<file path="config.mk">
export PLATFORM = sky130hd
export DESIGN_NAME = hrle_ctrl
export DESIGN_NICKNAME = d
export VERILOG_FILES = /design/src/hdl/hrle_pkg.sv /design/src/hdl/hrle_ctrl.sv
export SDC_FILE = /design/constraint.sdc
export NUM_CORES = 1
export LEC_CHECK = 0
export ABC_AREA = 1
export BUFFER_PORTS_ARGS = -buffer_cell sky130_fd_sc_hd__buf_2
export CORE_MARGIN = 4
export CORE_UTILIZATION = 36
export CTS_CLUSTER_SIZE = 20
export DETAILED_ROUTE_END_ITERATION = 10
export GPL_TIMING_DRIVEN = 0
export PLACE_DENSITY = 0.71
export SLEW_MARGIN = 10
export SYNTH_ARGS = -nofsm -noshare
export SYNTH_HDL_FRONTEND = slang
export SYNTH_SLANG_ARGS = --single-unit
</file>
<file path="constraint.sdc">
create_clock -name clk -period 2.3 [get_ports clk]
set_input_delay 0 -clock clk [delete_from_list [all_inputs] [get_ports clk]]
set_output_delay 0 -clock clk [all_outputs]
set_load 0.05 [all_outputs]
</file>
<file path="src/hdl/hrle_pkg.sv">
// shared constants, codes and control types for the run-length huffman encoder
`timescale 1ns / 1ps

package hrle_pkg;

  localparam int SYMBOL_BITS  = 16;
  localparam int MAX_CODE_LEN = 58;
  localparam int MAX_REPEAT   = 255;
  localparam int TABLE_DEPTH  = (1 << SYMBOL_BITS) + 1;
  localparam int ADDR_W       = $clog2(TABLE_DEPTH);
  localparam int LEN_W        = 6;
  localparam int ENTRY_W      = MAX_CODE_LEN + LEN_W;
  localparam int COUNT_W      = 8;
  localparam int TOTAL_W      = 32;
  localparam int MAX_RESULTS  = 24;
  localparam int RES_W        = $clog2(MAX_RESULTS + 1);

  localparam logic [ADDR_W-1:0] ESC_RESET   = ADDR_W'(1 << SYMBOL_BITS);
  localparam logic [ADDR_W-1:0] LAST_INDEX  = ADDR_W'(TABLE_DEPTH - 1);
  localparam logic [LEN_W-1:0]  LEN_LIMIT   = LEN_W'(MAX_CODE_LEN);
  localparam logic [COUNT_W-1:0] REPEAT_LIM = COUNT_W'(MAX_REPEAT);

  typedef enum logic [1:0] {
    MODE_LOAD   = 2'd0,
    MODE_ENCODE = 2'd1,
    MODE_END    = 2'd2,
    MODE_NONE   = 2'd3
  } mode_t;

  typedef enum logic [3:0] {
    ST_IDLE,
    ST_EXEC,
    ST_RD_SYM,
    ST_RD_ESC,
    ST_CAP_ESC,
    ST_DECIDE,
    ST_SYM,
    ST_ESC,
    ST_CNT,
    ST_AFTER,
    ST_FINAL
  } state_t;

  typedef struct packed {
    logic latch;
    logic tbl_write;
    logic rd_sym;
    logic rd_esc;
    logic cap_sym;
    logic cap_esc;
    logic decide;
    logic load_sym;
    logic load_esc;
    logic load_cnt;
    logic step;
    logic next_rep;
    logic hold_new;
    logic inc_rep;
    logic emit_final;
  } cmd_t;

  typedef struct packed {
    mode_t mode;
    logic  holding;
    logic  same_run;
    logic  shift_idle;
    logic  use_esc;
    logic  rep_done;
    logic  out_free;
  } stat_t;

endpackage

</file>
<file path="src/hdl/hrle_ctrl.sv">
// sequencing state machine of the encoder
`timescale 1ns / 1ps

module hrle_ctrl (
  input  logic          clk,
  input  logic          rst,
  input  logic          in_valid,
  output logic          in_ready,
  input  hrle_pkg::stat_t stat,
  output hrle_pkg::cmd_t  cmd,
  output hrle_pkg::state_t state
);
  import hrle_pkg::*;

  state_t state_next;

  // state register
  always_ff @(posedge clk) begin
    if (rst) begin
      state <= ST_IDLE;
    end else begin
      state <= state_next;
    end
  end

  // next state and commands
  always_comb begin
    state_next = state;
    cmd        = '0;
    in_ready   = 1'b0;
    case (state)
      ST_IDLE: begin
        in_ready = 1'b1;
        if (in_valid) begin
          cmd.latch  = 1'b1;
          state_next = ST_EXEC;
        end
      end
      ST_EXEC: begin
        case (stat.mode)
          MODE_LOAD: begin
            cmd.tbl_write = 1'b1;
            state_next    = ST_IDLE;
          end
          MODE_ENCODE: begin
            if (!stat.holding) begin
              cmd.hold_new = 1'b1;
              state_next   = ST_IDLE;
            end else if (stat.same_run) begin
              cmd.inc_rep = 1'b1;
              state_next  = ST_IDLE;
            end else begin
              state_next = ST_RD_SYM;
            end
          end
          MODE_END: begin
            state_next = stat.holding ? ST_RD_SYM : ST_FINAL;
          end
          default: begin
            state_next = ST_IDLE;
          end
        endcase
      end
      ST_RD_SYM: begin
        cmd.rd_sym = 1'b1;
        state_next = ST_RD_ESC;
      end
      ST_RD_ESC: begin
        cmd.rd_esc  = 1'b1;
        cmd.cap_sym = 1'b1;
        state_next  = ST_CAP_ESC;
      end
      ST_CAP_ESC: begin
        cmd.cap_esc = 1'b1;
        state_next  = ST_DECIDE;
      end
      ST_DECIDE: begin
        cmd.decide   = 1'b1;
        cmd.load_sym = 1'b1;
        state_next   = ST_SYM;
      end
      ST_SYM: begin
        if (!stat.shift_idle) begin
          cmd.step = 1'b1;
        end else if (stat.use_esc) begin
          cmd.load_esc = 1'b1;
          state_next   = ST_ESC;
        end else if (stat.rep_done) begin
          state_next = ST_AFTER;
        end else begin
          cmd.next_rep = 1'b1;
          cmd.load_sym = 1'b1;
        end
      end
      ST_ESC: begin
        if (!stat.shift_idle) begin
          cmd.step = 1'b1;
        end else begin
          cmd.load_cnt = 1'b1;
          state_next   = ST_CNT;
        end
      end
      ST_CNT: begin
        if (!stat.shift_idle) begin
          cmd.step = 1'b1;
        end else begin
          state_next = ST_AFTER;
        end
      end
      ST_AFTER: begin
        if (stat.mode == MODE_ENCODE) begin
          cmd.hold_new = 1'b1;
          state_next   = ST_IDLE;
        end else begin
          state_next = ST_FINAL;
        end
      end
      ST_FINAL: begin
        if (stat.out_free) begin
          cmd.emit_final = 1'b1;
          state_next     = ST_IDLE;
        end
      end
      default: begin
        state_next = ST_IDLE;
      end
    endcase
  end

endmodule

</file>
==> results of run 1 <==
-- cell type report --
cell class,instances,area (µm²)
multi-input cells,70,385.4
inverters,23,86.33
plain buffers,1,7.507
well taps,15,18.77
fillers,157,605.6
flip-flops and latches,4,80.08
clock buffers,3,22.52
repair buffers,31,160.2
-- cell usage after synthesis --
| cell | n |
|---|---|
| nor3b_1 | 1 |
| nor2_2 | 3 |
| o211ai_1 | 2 |
| inv_1 | 20 |
| buf_4 | 1 |
| nand2_1 | 22 |
| nand4_1 | 3 |
| nand2_4 | 1 |
| ha_1 | 3 |
| nor4_1 | 1 |
| nor2_1 | 14 |
| nand3_1 | 6 |
| a21oi_1 | 5 |
| o21ai_0 | 1 |
| nand3_2 | 1 |
| dfxtp_1 | 4 |
| nor2_4 | 3 |
| nand2_2 | 3 |
| inv_2 | 3 |
| or2_2 | 1 |
-- logic make-up (layout without fill, tap and decap cells) --
logic type,count (synthesis),in the layout,share of synthesized area
adder cells (fa/ha/maj),3,3,0.06788
flip-flops,4,4,0.1448
AND/OR/NAND/NOR,59,59,0.5362
buffers and inverters,24,58,0.1697
AO/OA/AOI/OAI,8,8,0.08142
-- path summary, 6_finish.rpt --
check / startpoint / to / slack, ps / cells after the start
min reg2reg: state[1] / state[1] / 520 / 2
min: stat[3] / state[0] / 150 / 4
max reg2reg: state[3] / state[1] / 940 / 7
max: state[3] / cmd[2] / 700 / 6
-- per-layer routing --
layer | wire, µm | vias to the layer above | GRT usage
met4 | 0 | 0 | 0.06630
li1 | - | 370 | -
met1 | 634 | 305 | 0.2018
met3 | 109 | 0 | 0.01149
met2 | 685 | 24 | 0.2114
met5 | 0 | - | 0
-- worst max-delay path, delay by kind of cell, from the launching register on --
kind	cells	cell delay (ps)
AOI/OAI and AO/OA	1	70
buffers and inverters	2	360
and+or+nand+nor	3	560
DFF	1	360
-- power breakdown --
part	switching, mW	total (mW)	internal [mW]
clock network	0.0261	0.0843	0.0582
registers	0.00686	0.0801	0.0733
logic	0.0874	0.122	0.0342
total	0.120	0.286	0.166
-- what timing repair did --
action,4_1_cts,5_1_grt
setup buffers,0,0
endpoints found under the hold margin,4,0
resized for setup,0,0
hold buffers,1,0
==> flow_summary.ini, run 1 <==
[run_status]
status = finished, final reports clean

[yosys]
synth_area_leaders = nand2_1, dfxtp_1, inv_1, nor2_1, ha_1
mappedNetlistArea_um2 = 553.0
yosysSeqAreaShare = 0.1448
netlist-cell-type-count = 20
yosys_warnings = 0
synth_cells = 98
syn_area_per_cell_um2 = 5.643
synth_area_leader_cell = nand2_1
syn-num-nets = 112
ys_seq_elements = 4
yosysTopAreaCellShare = 0.1493

[clocking]
clock-sinks = 4
clkTransAtPathRegs_ps = 30
tritoncts = yes
htree_levels = 1
numCtsBuffers = 3
clk_latency_ps = 230
cts-root-buf = clkbuf_4
cts_buffer_depth = 2

[global_route]
grt_antenna_before_repair = 0
grt_pass1_wl_um = 2249
grt_use_total = 0.1411
grt_max_degree = 8
grt_pass1_vias = 588
overflow = 0

[pwr]
powerDensity_nw_per_um2 = 375.8
ir_worst_vdd_mv = 0.2362
p_leak_nw = 0.5126
power_mw = 0.2859

[worst_setup_path]
slowest_stage = dfxtp_1
cp_common_cell = nor2_1
path_cells = nor2_1 -> inv_2 -> nor2_4 -> a21oi_1 -> nor2_1 -> buf_2
cp_max_fo = 6
cp.required_ps = 2300
criticalPathCategory = register to output port
start_kind = register
worst_setup_path_end_kind = output port
cpPeakStageDelay_ps = 360
worstPathArrival_ps = 1600

[cells_and_area]
layout-drive-gt1-share = 0.3788
syn_to_final_growth_pct = 37.56
final_cell_mix = buf_2, nand2_1, inv_1
largest_register_ffs = 4
largest_register = state
reg.largest.list = state: 4 flops
stdcell_area_um2 = 760.7
final_common_cell = buf_2
n_antenna_cell = 0
nets = 148
layoutNonFillerInstCount = 147
utilization = 0.5568

[detailed_routing]
initialDrtViolationCount = 10
wl_per_cell_um = 9.721
drt-total-wl_um = 1429
vias_per_cell = 4.755
vias = 699
postRouteAntennaNets = 0
dr.pass1.iters = 4
drc = 0

[sta]
grt_setup_unrepaired = false
finalSetupViolations = 0
hold_viol_final = 0
relSlewSlack = 0.7287
fmax_mhz = 625.2
tightest_slew_ps = 405.5
finalCritPeriodShare = 0.6954
final_max_slew_viol_count = 0
setup-tns-final_ps = 0
finalWorstSetupSlack_ps = 700.6
layout_min_cycle_time_ps = 1599
hold_ws_ps = 150.5
fin_worst_skew_ps = 0.4731

[placement]
place_hpwl_um = 1250
gp_congestion = 0.7798
port_buffers = 30
post-place-ws_ps = 931.8
placed_cells = 143
placed_cell_area_um2 = 728.2

[die]
die_area_um2 = 2227
die_w_um = 47.20
num_io_pins = 31
die_h_um = 47.20
start_util = 0.4048
core-area_um2 = 1366
rows = 13

[flow_run]
maxCapViolCount = 0

[min_path]
hp-class = input port to register
Note: power is estimated with default switching activity, not from simulation.
==> run 2: changes to the inputs <==
--- a/config.mk
+++ b/config.mk
@@ -12,7 +12,7 @@
 export CTS_CLUSTER_SIZE = 20
 export DETAILED_ROUTE_END_ITERATION = 10
 export GPL_TIMING_DRIVEN = 0
-export PLACE_DENSITY = 0.71
+export PLACE_DENSITY = 0.74
 export SLEW_MARGIN = 10
 export SYNTH_ARGS = -nofsm -noshare
 export SYNTH_HDL_FRONTEND = slang
==> constraint.sdc (replaced) <==
create_clock -name clk -period 1.4 [get_ports clk]
set_input_delay 0 -clock clk [delete_from_list [all_inputs] [get_ports clk]]
set_output_delay 0 -clock clk [all_outputs]
set_load 0.05 [all_outputs]
==> run 2 against run 1 <==
Combinational power increased by 96%. Clock skew increased by 1.3 ps. Critical path depth increased by 1. Wire length increased by 14%. Core utilization increased by 17 points. Final cell count increased by 4.1%. Flip-flop and latch count unchanged. Critical path type unchanged. Critical endpoint is now cmd[7]. Highest routed layer unchanged.
==> flow_summary.ini, run 2 (same netlist as run 1, synthesis figures left out) <==
[detailed_routing]
dr.pass1.iters = 4
vias_per_cell = 4.745
wl_per_cell_um = 10.67
initialDrtViolationCount = 16
postRouteAntennaNets = 0
drc = 0
vias = 726
drt-total-wl_um = 1632

[global_route]
grt_pass1_wl_um = 2829
grt_pass1_vias = 695
overflow = 0
grt_antenna_before_repair = 0
grt_max_degree = 8
grt_use_total = 0.1761

[clocking]
tritoncts = yes
clk_latency_ps = 230
htree_levels = 1
clock-sinks = 4
numCtsBuffers = 3
cts-root-buf = clkbuf_4
clkTransAtPathRegs_ps = 30
cts_buffer_depth = 2

[worst_setup_path]
worstPathArrival_ps = 1380
slowest_stage = dfxtp_4
crit_buf_inv = 3
start_kind = register
worst_setup_path_end_kind = output port
cp_max_fo = 6
cpPeakStageDelay_ps = 360
path_cells = inv_2 -> nor2_4 -> nand2_4 -> nor2_4 -> inv_2 -> o21ai_4 -> buf_6
cp.required_ps = 1400
cp_top_family = simple AND/OR/NAND/NOR gates
criticalPathCategory = register to output port

[cells_and_area]
final_cell_mix = nand2_1, buf_2, inv_1
layout-drive-gt1-share = 0.5797
stdcell_area_um2 = 999.7
syn_to_final_growth_pct = 80.77
largest_register_ffs = 4
largest_register = state
reg.largest.list = state: 4 flops
nets = 154
n_antenna_cell = 0

[min_path]
hp-class = input port to register

[sta]
fmax_mhz = 724.1
hold_ws_ps = 232.3
tightest_slew_ps = 334.3
final_max_slew_viol_count = 0
finalWorstSetupSlack_ps = 18.95
relSlewSlack = 0.7769
finalCritPeriodShare = 0.9865
layout_min_cycle_time_ps = 1381
finalSetupViolations = 0
fin_worst_skew_ps = 1.812
grt_setup_unrepaired = true
hold_viol_final = 0

[die]
die_h_um = 47.20
core-area_um2 = 1366
rows = 13
num_io_pins = 31
die_w_um = 47.20
die_area_um2 = 2227
start_util = 0.4048

[flow_run]
maxCapViolCount = 0

[pwr]
p_leak_nw = 0.5458
ir_worst_vdd_mv = 0.4068
power_mw = 0.5080
powerDensity_nw_per_um2 = 508.2

[run_status]
status = finished, final reports clean

[placement]
post-place-ws_ps = 67.02
place_hpwl_um = 1296
gp_congestion = 0.7720
placed_cell_area_um2 = 819.5
port_buffers = 30
## run 2: cell types whose count changed in the layout (fill, tap and decap cells not counted), sizes merged
cell      delta
clkinvlp     +2
inv          -2
clkbuf       +4
buf          +2
## run 2: path summary, 6_finish.rpt
check           start  endpoint  slack (ps)  cells after the start
min           stat[3]  state[0]         230                      4
max          state[2]    cmd[7]          20                      7
min reg2reg  state[1]  state[1]         540                      2
max reg2reg  state[2]  state[3]          60                      9
## run 2: final cells by class
type                    instances  area [µm²]
multi-input cells              70       488.0
fillers                       112       366.6
repair buffers                 37       271.5
inverters                      23       96.34
flip-flops and latches          4       95.09
clock buffers                   3       22.52
well taps                      15       18.77
plain buffers                   1       7.507
## run 2: worst reg2reg max path, stage by stage (launching register included)
cell and delay [ps]:
dfxtp_4 350, buf_12 120, nor2_4 130, inv_2 80
nor2_4 120, buf_4 130, nand4_1 70, nand3_1 90
nand2_1 70, a21oi_2 110
## run 2: where the power goes
part           leakage (nW)  internal (mW)  switching [mW]
Sequential           0.0355          0.117          0.0166
Combinational         0.496         0.0769           0.163
Clock                0.0138         0.0953          0.0395
## run 2: metrics by stage
stage               setup TNS (ps)  cells  utilization
floorplan                        0     98            -
global placement                 0    143       0.5998
detailed placement               0    143       0.5998
CTS                         -1.969    153       0.6969
global route                -373.5    153       0.7317
finish                           0    153       0.7317
## run 2: metal layers
layer  up-vias  wire (µm)  share of wire  track usage
li1        385          -              -            -
met1       321        714           0.44       0.2342
met2        20        846           0.52       0.2873
met3         0         71          0.044      0.02299
met4         0          0              0      0.06630
met5         -          0              0            0
## run 2: timing repair
| item | CTS | global route |
|---|---|---|
| buffers inserted | 6 | 0 |
| setup endpoints to repair | 6 | 15 |
| cloned | 0 | 0 |
| gates resized for setup | 14 | 15 |
| endpoints found under the hold margin | 4 | 0 |
| pin swaps | 6 | 6 |
| hold buffers | 1 | 0 |
